File: src/hdl/hcbd_pkg.sv
// ----------------------------------------------------------------------------
// hcbd_pkg
// Types, constants and character helpers of the chunked body decoder.
// ----------------------------------------------------------------------------
`default_nettype none

package hcbd_pkg;

    // Size line limit and widths
    localparam int MAX_LINE_CHARS = 32;
    localparam int LINE_LEN_W     = 6;
    localparam int SIZE_W         = 64;

    // Result status codes
    localparam logic [1:0] ST_BYTE = 2'd0;
    localparam logic [1:0] ST_END  = 2'd1;
    localparam logic [1:0] ST_ERR  = 2'd2;

    // Characters
    localparam logic [7:0] CH_LF    = 8'h0A;
    localparam logic [7:0] CH_TAB   = 8'h09;
    localparam logic [7:0] CH_CR    = 8'h0D;
    localparam logic [7:0] CH_SPACE = 8'h20;
    localparam logic [7:0] CH_SEMI  = 8'h3B;
    localparam logic [7:0] CH_ZERO  = 8'h30;
    localparam logic [7:0] CH_X_LO  = 8'h78;
    localparam logic [7:0] CH_X_UP  = 8'h58;

    // Input register to parser
    typedef struct packed {
        logic       valid;
        logic [7:0] data;
    } pipe_t;

    typedef struct packed {
        logic       ok;
        logic [3:0] val;
    } hex_digit_t;

    function automatic hex_digit_t hex_digit(input logic [7:0] c);
        hex_digit_t r;
        r.ok  = 1'b0;
        r.val = 4'd0;
        if (c >= 8'h30 && c <= 8'h39)
        begin
            r.ok  = 1'b1;
            r.val = c[3:0];
        end
        else if ((c >= 8'h61 && c <= 8'h66) || (c >= 8'h41 && c <= 8'h46))
        begin
            r.ok  = 1'b1;
            r.val = c[3:0] + 4'd9;
        end
        return r;
    endfunction

    function automatic logic is_space(input logic [7:0] c);
        return (c == CH_SPACE) || (c >= CH_TAB && c <= CH_CR);
    endfunction

endpackage

`default_nettype wire

File: src/hdl/hcbd_in_stage.sv
// ----------------------------------------------------------------------------
// hcbd_in_stage
// Input register of the decoder; holds one raw body byte for the parser.
// ----------------------------------------------------------------------------
`default_nettype none

module hcbd_in_stage (
    input  wire logic           clk,
    input  wire logic           rst_n,
    input  wire logic           s_tvalid,
    output logic                s_tready,
    input  wire logic [7:0]     s_tdata,    // [7:0] data_byte
    input  wire logic           advance,
    output hcbd_pkg::pipe_t     pipe
);

    logic       valid_reg;
    logic [7:0] data_reg;

    // Free when empty or when the held item moves on this cycle
    assign s_tready = !valid_reg || advance;

    always_ff @(posedge clk or negedge rst_n)
    begin
        if (!rst_n)
        begin
            valid_reg <= 1'b0;
        end
        else if (s_tready)
        begin
            valid_reg <= s_tvalid;
        end
    end

    always_ff @(posedge clk)
    begin
        if (s_tvalid && s_tready)
        begin
            data_reg <= s_tdata;
        end
    end

    assign pipe.valid = valid_reg;
    assign pipe.data  = data_reg;

endmodule

`default_nettype wire

File: src/hdl/hcbd_parse_core.sv
// ----------------------------------------------------------------------------
// hcbd_parse_core
// Framing state, size line parser and result register of the decoder.
// ----------------------------------------------------------------------------
`default_nettype none

module hcbd_parse_core (
    input  wire logic             clk,
    input  wire logic             rst_n,
    input  wire hcbd_pkg::pipe_t  pipe,
    output logic                  advance,
    output logic                  m_tvalid,
    input  wire logic             m_tready,
    output logic [7:0]            m_tdata,   // [7:0] out_byte
    output logic [1:0]            m_tuser    // [1:0] status
);

    typedef enum logic [1:0] {
        PH_SIZE = 2'd0,
        PH_DATA = 2'd1,
        PH_TAIL = 2'd2
    } phase_t;

    typedef enum logic [2:0] {
        HS_LEAD   = 3'd0,
        HS_ZERO   = 3'd1,
        HS_PREFIX = 3'd2,
        HS_DIGITS = 3'd3,
        HS_REST   = 3'd4,
        HS_BLANK  = 3'd5,
        HS_BAD    = 3'd6
    } hex_state_t;

    phase_t                            phase_reg, phase_next;
    hex_state_t                        hs_reg, hs_next;
    logic [hcbd_pkg::SIZE_W-1:0]       bytes_left_reg, bytes_left_next;
    logic [hcbd_pkg::SIZE_W-1:0]       hex_value_reg, hex_value_next;
    logic [hcbd_pkg::LINE_LEN_W-1:0]   line_len_reg, line_len_next;
    logic                              finished_reg, finished_next;
    logic                              failed_reg, failed_next;
    logic                              out_valid_reg;
    logic [7:0]                        out_byte_reg;
    logic [1:0]                        out_status_reg;

    logic                              fire;
    logic                              emit;
    logic [7:0]                        emit_byte;
    logic [1:0]                        emit_status;
    logic [hcbd_pkg::LINE_LEN_W-1:0]   line_len_inc;
    logic [hcbd_pkg::SIZE_W-1:0]       bytes_dec;
    hcbd_pkg::hex_digit_t              dig;
    logic [7:0]                        c;

    // Result register free: item in the input register moves on
    assign advance = !out_valid_reg || m_tready;
    assign fire    = pipe.valid && advance;
    assign c       = pipe.data;
    assign dig     = hcbd_pkg::hex_digit(c);
    assign line_len_inc = line_len_reg + 1'b1;
    assign bytes_dec    = (bytes_left_reg != '0) ? bytes_left_reg - 1'b1 : bytes_left_reg;

    // Next state and result for one byte
    always_comb
    begin
        phase_next      = phase_reg;
        hs_next         = hs_reg;
        bytes_left_next = bytes_left_reg;
        hex_value_next  = hex_value_reg;
        line_len_next   = line_len_reg;
        finished_next   = finished_reg;
        failed_next     = failed_reg;
        emit            = 1'b0;
        emit_byte       = 8'd0;
        emit_status     = hcbd_pkg::ST_BYTE;

        if (fire && !finished_reg && !failed_reg)
        begin
            unique case (phase_reg)
                PH_SIZE:
                begin
                    if (c == hcbd_pkg::CH_LF)
                    begin
                        // end of size line: act on what was parsed
                        hex_value_next = '0;
                        hs_next        = HS_LEAD;
                        line_len_next  = '0;
                        if (hs_reg == HS_BAD)
                        begin
                            failed_next = 1'b1;
                            emit        = 1'b1;
                            emit_status = hcbd_pkg::ST_ERR;
                        end
                        else if (hs_reg == HS_LEAD || hs_reg == HS_BLANK)
                        begin
                            // blank line, skipped
                        end
                        else if (hex_value_reg == '0)
                        begin
                            finished_next = 1'b1;
                            emit          = 1'b1;
                            emit_status   = hcbd_pkg::ST_END;
                        end
                        else
                        begin
                            bytes_left_next = hex_value_reg;
                            phase_next      = PH_DATA;
                        end
                    end
                    else if (line_len_reg >= hcbd_pkg::LINE_LEN_W'(hcbd_pkg::MAX_LINE_CHARS))
                    begin
                        // line too long
                        failed_next = 1'b1;
                        emit        = 1'b1;
                        emit_status = hcbd_pkg::ST_ERR;
                    end
                    else
                    begin
                        line_len_next = line_len_inc;
                        unique case (hs_reg) inside
                            HS_LEAD:
                            begin
                                if (hcbd_pkg::is_space(c))
                                begin
                                    hs_next = HS_LEAD;
                                end
                                else if (c == hcbd_pkg::CH_SEMI)
                                begin
                                    // ';' as first char of the line: blank line
                                    hs_next = (line_len_inc == hcbd_pkg::LINE_LEN_W'(1))
                                              ? HS_BLANK : HS_BAD;
                                end
                                else if (c == hcbd_pkg::CH_ZERO)
                                begin
                                    hex_value_next = '0;
                                    hs_next        = HS_ZERO;
                                end
                                else if (dig.ok)
                                begin
                                    hex_value_next = {{(hcbd_pkg::SIZE_W-4){1'b0}}, dig.val};
                                    hs_next        = HS_DIGITS;
                                end
                                else
                                begin
                                    hs_next = HS_BAD;
                                end
                            end
                            HS_ZERO, HS_PREFIX, HS_DIGITS:
                            begin
                                if (hs_reg == HS_ZERO &&
                                    (c == hcbd_pkg::CH_X_LO || c == hcbd_pkg::CH_X_UP))
                                begin
                                    hs_next = HS_PREFIX;
                                end
                                else if (dig.ok)
                                begin
                                    // overflow past 64 bits is an error
                                    if (hex_value_reg[hcbd_pkg::SIZE_W-1 -: 4] != 4'd0)
                                    begin
                                        hs_next = HS_BAD;
                                    end
                                    else
                                    begin
                                        hex_value_next = {hex_value_reg[hcbd_pkg::SIZE_W-5:0],
                                                          dig.val};
                                        hs_next        = HS_DIGITS;
                                    end
                                end
                                else
                                begin
                                    hs_next = HS_REST;
                                end
                            end
                            default:
                            begin
                                hs_next = hs_reg;
                            end
                        endcase
                    end
                end
                PH_DATA:
                begin
                    // payload byte passes through
                    bytes_left_next = bytes_dec;
                    if (bytes_dec == '0)
                    begin
                        phase_next = PH_TAIL;
                    end
                    emit      = 1'b1;
                    emit_byte = c;
                end
                default:
                begin
                    // line tail: drop through LF
                    if (c == hcbd_pkg::CH_LF)
                    begin
                        phase_next     = PH_SIZE;
                        hex_value_next = '0;
                        hs_next        = HS_LEAD;
                        line_len_next  = '0;
                    end
                end
            endcase
        end
    end

    // State and result register
    always_ff @(posedge clk or negedge rst_n)
    begin
        if (!rst_n)
        begin
            phase_reg      <= PH_SIZE;
            hs_reg         <= HS_LEAD;
            bytes_left_reg <= '0;
            hex_value_reg  <= '0;
            line_len_reg   <= '0;
            finished_reg   <= 1'b0;
            failed_reg     <= 1'b0;
            out_valid_reg  <= 1'b0;
            out_byte_reg   <= 8'd0;
            out_status_reg <= hcbd_pkg::ST_BYTE;
        end
        else
        begin
            phase_reg      <= phase_next;
            hs_reg         <= hs_next;
            bytes_left_reg <= bytes_left_next;
            hex_value_reg  <= hex_value_next;
            line_len_reg   <= line_len_next;
            finished_reg   <= finished_next;
            failed_reg     <= failed_next;
            if (advance)
            begin
                out_valid_reg <= emit;
                if (emit)
                begin
                    out_byte_reg   <= emit_byte;
                    out_status_reg <= emit_status;
                end
            end
        end
    end

    assign m_tvalid = out_valid_reg;
    assign m_tdata  = out_byte_reg;
    assign m_tuser  = out_status_reg;

endmodule

`default_nettype wire

File: src/hdl/http_chunked_body_decoder.sv
// ----------------------------------------------------------------------------
// http_chunked_body_decoder
// Strips HTTP chunked framing from a body byte stream.
// ----------------------------------------------------------------------------
// Usage:
//   Slave stream s_*: one raw body byte per item on s_tdata.
//   Master stream m_*: one result item per payload byte, plus one final item
//   on end of message (status 1) or framing error (status 2); m_tdata is 0
//   for those. Framing bytes produce no item.
//   Path: an accepted byte passes the input register, then the parser and
//   the result register, which drives the m_* stream.
//   Throughput: one byte per cycle while m_tready is high or the result
//   register is empty; the input register and the result register form a
//   two-deep path, so a byte is taken while a result waits. When m_tready
//   stays low, one result and one byte are held, then s_tready drops.
//   Reset: the parser returns to the start of a size line and both
//   registers empty. After end of message or an error all later bytes are
//   accepted and dropped until the next reset.
// ----------------------------------------------------------------------------
`default_nettype none

module http_chunked_body_decoder (
    input  wire logic        clk,
    input  wire logic        rst_n,
    input  wire logic        s_tvalid,
    output logic             s_tready,
    input  wire logic [7:0]  s_tdata,    // [7:0] data_byte
    output logic             m_tvalid,
    input  wire logic        m_tready,
    output logic [7:0]       m_tdata,    // [7:0] out_byte
    output logic [1:0]       m_tuser     // [1:0] status
);

    hcbd_pkg::pipe_t pipe;
    logic            advance;

    hcbd_in_stage u_in_stage (
        .clk      (clk),
        .rst_n    (rst_n),
        .s_tvalid (s_tvalid),
        .s_tready (s_tready),
        .s_tdata  (s_tdata),
        .advance  (advance),
        .pipe     (pipe)
    );

    hcbd_parse_core u_parse_core (
        .clk      (clk),
        .rst_n    (rst_n),
        .pipe     (pipe),
        .advance  (advance),
        .m_tvalid (m_tvalid),
        .m_tready (m_tready),
        .m_tdata  (m_tdata),
        .m_tuser  (m_tuser)
    );

endmodule

`default_nettype wire

File: config.mk
export PLATFORM = sky130hd
export DESIGN_NAME = http_chunked_body_decoder
export DESIGN_NICKNAME = d
export VERILOG_FILES = /design/src/hdl/hcbd_pkg.sv /design/src/hdl/hcbd_in_stage.sv /design/src/hdl/hcbd_parse_core.sv /design/src/hdl/http_chunked_body_decoder.sv
export SDC_FILE = /design/constraint.sdc
export NUM_CORES = 1
export LEC_CHECK = 0
export ABC_AREA = 1
export BUFFER_PORTS_ARGS = -buffer_cell sky130_fd_sc_hd__buf_2
export CORE_MARGIN = 2
export CORE_UTILIZATION = 55
export CTS_CLUSTER_SIZE = 20
export DETAILED_ROUTE_END_ITERATION = 7
export MAX_ROUTING_LAYER = met4
export PLACE_DENSITY = 0.71
export RECOVER_POWER = 100
export SLEW_MARGIN = 15
export SYNTH_ARGS = -nofsm -noshare
export SYNTH_HDL_FRONTEND = slang
export SYNTH_SLANG_ARGS = --single-unit
File: constraint.sdc
create_clock -name clk -period 3.2 [get_ports clk]
set_clock_uncertainty 0.1 [all_clocks]
set_input_delay 0 -clock clk [delete_from_list [all_inputs] [get_ports clk]]
set_output_delay 0 -clock clk [all_outputs]
set_load 0.01 [all_outputs]
==> results.yml <==
clock_network:
  clk_pin_slew_ns: 0.08
  clk_latency_ns: 0.45
  cts_setup_buffers: 0
  cts_sinks: 161
  max-clock-path-buffers: 2
  htreeDepth: 4
  tritoncts.num_buffers: 17
  tritoncts: "built"
  cts_root_buffer: "clkbuf_16"
global_routing:
  grt_pass1_wl_um: 56860
  grt_use_met3: 0.06462
  grt_use_met2: 0.5989
  overflow: 0
  grt_max_degree: 74
  grt_pass1_vias: 10160
  grt_use_total: 0.3928
  grt_use_met1: 0.5219
  antenna_found_initial: 0
  top_usage_layer: "met2"
final_layout:
  drive_gt1_frac: 0.09062
  fin_area_um2: 11520
  multi_input_area_um2: 5264
  syn2layout_area_growth_pct: 13.00
  seq_area_um2: 4069
  fin_nets: 1586
  diodes: 0
  utilization: 0.6368
  nFillCells: 1662
power:
  p_per_area_nw_per_um2: 379.5
  p_leak_nw: 5.129
  ir_worst_vdd_mv: 0.3687
timing:
  worst_slack_ns: 0.1939
  period_needed_ns: 3.006
  fin_crit_sh: 0.9394
  maxSlewViolCount: 73
  maxSlewHeadroom: -0.3140
  worst_pin_slew_ns: 1.971
  setup_viol: 0
  hold_violations: 0
  fmax_mhz: 332.7
  finalSetupTns_ns: 0
  rsz0062_at_grt: "false"
status:
  violations: "capacitance limit, slew limit"
  status: "complete, but fails checks"
route:
  vias: 10710
  drt_iter0_drc: 1522
  ant_nets: 0
  dr.pass1.iters: 8
  drt_wl_total_um: 36630
  drc_errors: 0
  routedWlPerCell_um: 20.27
  vias_per_cell: 5.926
placement:
  dp_hpwl_um: 28050
  place_ws_ns: 0.1233
  gp_congestion: 1.065
  io_buffer_count: 23
  place_area_um2: 10830
synth:
  yosysSeqAreaShare: 0.3992
  netlist_area_um2: 10190
  synth_seq_cells: 161
  ys_types: 43
  syn-instance-count: 1511
  ys_warn_count: 0
  syn_nets: 1532
  avgSynthCellArea_um2: 6.745
critical_path:
  cp_max_fo: 5
  cp-start-kind: "flop"
  critPathRequiredTime_ns: 3.44
  worst-r2r-setup-slack_ns: 0.19
  critPathCaptureType: "flop"
  path_class: "reg -> reg"
  arrival_ns: 3.25
floorplan:
  rows: 49
  start_util: 0.5635
  die_area_um2: 19640
  die_y_um: 140.1
  pin_count: 24
  die_w_um: 140.1
  core_um2: 18090
worst_hold_path:
  holdCritPathClass: "in -> reg"
job:
  max_cap_viol_count: 1
[worst max-delay path, cell delays in order (launching register included)]
cell,delay (ns)
dfrtp_1,0.39
inv_1,0.16
ha_2,0.29
inv_1,0.11
nor2_2,0.28
nand2_1,0.20
nor2_1,0.27
nand2_1,0.09
nand2_1,0.06
nand2_1,0.09
nand2_1,0.14
nand3_1,0.09
nor2_1,0.10
nand2_1,0.06
nor2_1,0.09
nand2_1,0.11
nand2_2,0.09
nand2_1,0.06
nand2_1,0.06
nand2_1,0.05
[Yosys cell counts, drive strengths merged]
cell type | count | share of area
nor3 | 9 | 0.0049
nand3 | 128 | 0.064
nand3b | 3 | 0.0022
a211o | 1 | 0.00086
o32ai | 1 | 0.00086
o21ai | 209 | 0.10
xor2 | 22 | 0.019
nor4 | 16 | 0.0098
a21boi | 1 | 0.00074
nor2 | 212 | 0.087
mux2i | 1 | 0.00098
o21a | 1 | 0.00074
buf | 25 | 0.019
edfxtp | 8 | 0.024
o21bai | 1 | 0.00074
a21oi | 20 | 0.011
clkbuf | 30 | 0.011
o22ai | 5 | 0.0037
and3 | 1 | 0.00061
a31o | 1 | 0.00086
ha | 9 | 0.011
nand4 | 11 | 0.0068
nand2 | 487 | 0.18
dfrtp | 153 | 0.38
o211ai | 3 | 0.0027
a31oi | 3 | 0.0018
clkinv | 2 | 0.00074
inv | 147 | 0.054
xnor2 | 1 | 0.00086
[cells by family after synthesis]
logic type                 Yosys count  synth area share
adders and majority gates            9           0.01105
muxes                                1         0.0009821
DFF                                161            0.3992
xor gates and xnor gates            23           0.01976
buffers and inverters              204           0.08471
and+or+nand+nor                    867            0.3574
AOI/OAI and AO/OA                  246            0.1269
[area by class of cell]
type                       instances  area share
timing repair buffer              90     0.06095
clock inverter                    15     0.01836
tap                              229     0.02488
clock buffer                      17     0.03694
inverter                         149     0.04856
sequential                       161      0.3533
multi-input combinational       1146      0.4570
[layout by cell type (no fill, tap or decap), types with 16 or more instances in the layout]
cell	n
nand2_1	479
o21ai_0	196
nor2_1	190
dfrtp_1	153
inv_1	134
nand3_1	126
buf_4	39
xor2_1	22
a21oi_1	20
clkbuf_16	17
nor4_1	16
[path summary, 6_finish.rpt]
check / startpoint / endpoint / depth (start not counted)
max in group asynchronous: rst_n / u_parse_core.hex_value_reg[35]$_DFFE_PN0P_ / 3
setup / recovery: u_parse_core.bytes_left_reg[0]$_DFFE_PN0P_ / u_parse_core.phase_reg[0]$_DFFE_PN0P_ / 19
hold reg to reg: u_parse_core.failed_reg$_DFFE_PN0P_ / u_parse_core.failed_reg$_DFFE_PN0P_ / 2
min in group asynchronous: rst_n / u_parse_core.bytes_left_reg[8]$_DFFE_PN0P_ / 2
setup reg to reg: u_parse_core.bytes_left_reg[0]$_DFFE_PN0P_ / u_parse_core.phase_reg[0]$_DFFE_PN0P_ / 19
hold / removal: s_tdata[2] / u_in_stage.data_reg[2]$_DFFE_PP_ / 2
[timing repair]
| action | 4_1_cts | 5_1_grt |
|---|---|---|
| setup endpoints to repair | 0 | 2 |
| hold buffers | 13 | 0 |
| resized for setup | 0 | 5 |
| hold endpoints to repair | 88 | 0 |
[where the power goes]
group / total, mW / switching (mW) / internal, mW / leakage (nW)
sequential: 2.06 / 0.00505 / 2.05 / 1.74
clock: 2.22 / 1.12 / 1.09 / 0.306
combinational: 0.0959 / 0.0686 / 0.0273 / 3.08
total: 4.37 / 1.19 / 3.18 / 5.13
[layer usage]
layer  up-vias  routed length (um)
met1      5039               15020
met4         0                1829
met3        95                3445
met2       604               16340
met5         -                   0
li1       4970                   -
[metrics by stage]
step                power (mW)  instances  hold WS [ns]
floorplan                2.125       1511       -0.3956
global placement         2.189       1762      -0.01590
detailed placement       2.189       1762     -0.006287
CTS                      4.381       1807       0.09281
global route             4.479       1807        0.1624
finish                   4.370       1807        0.1578
No activity file was read; power rests on OpenSTA's default activity.
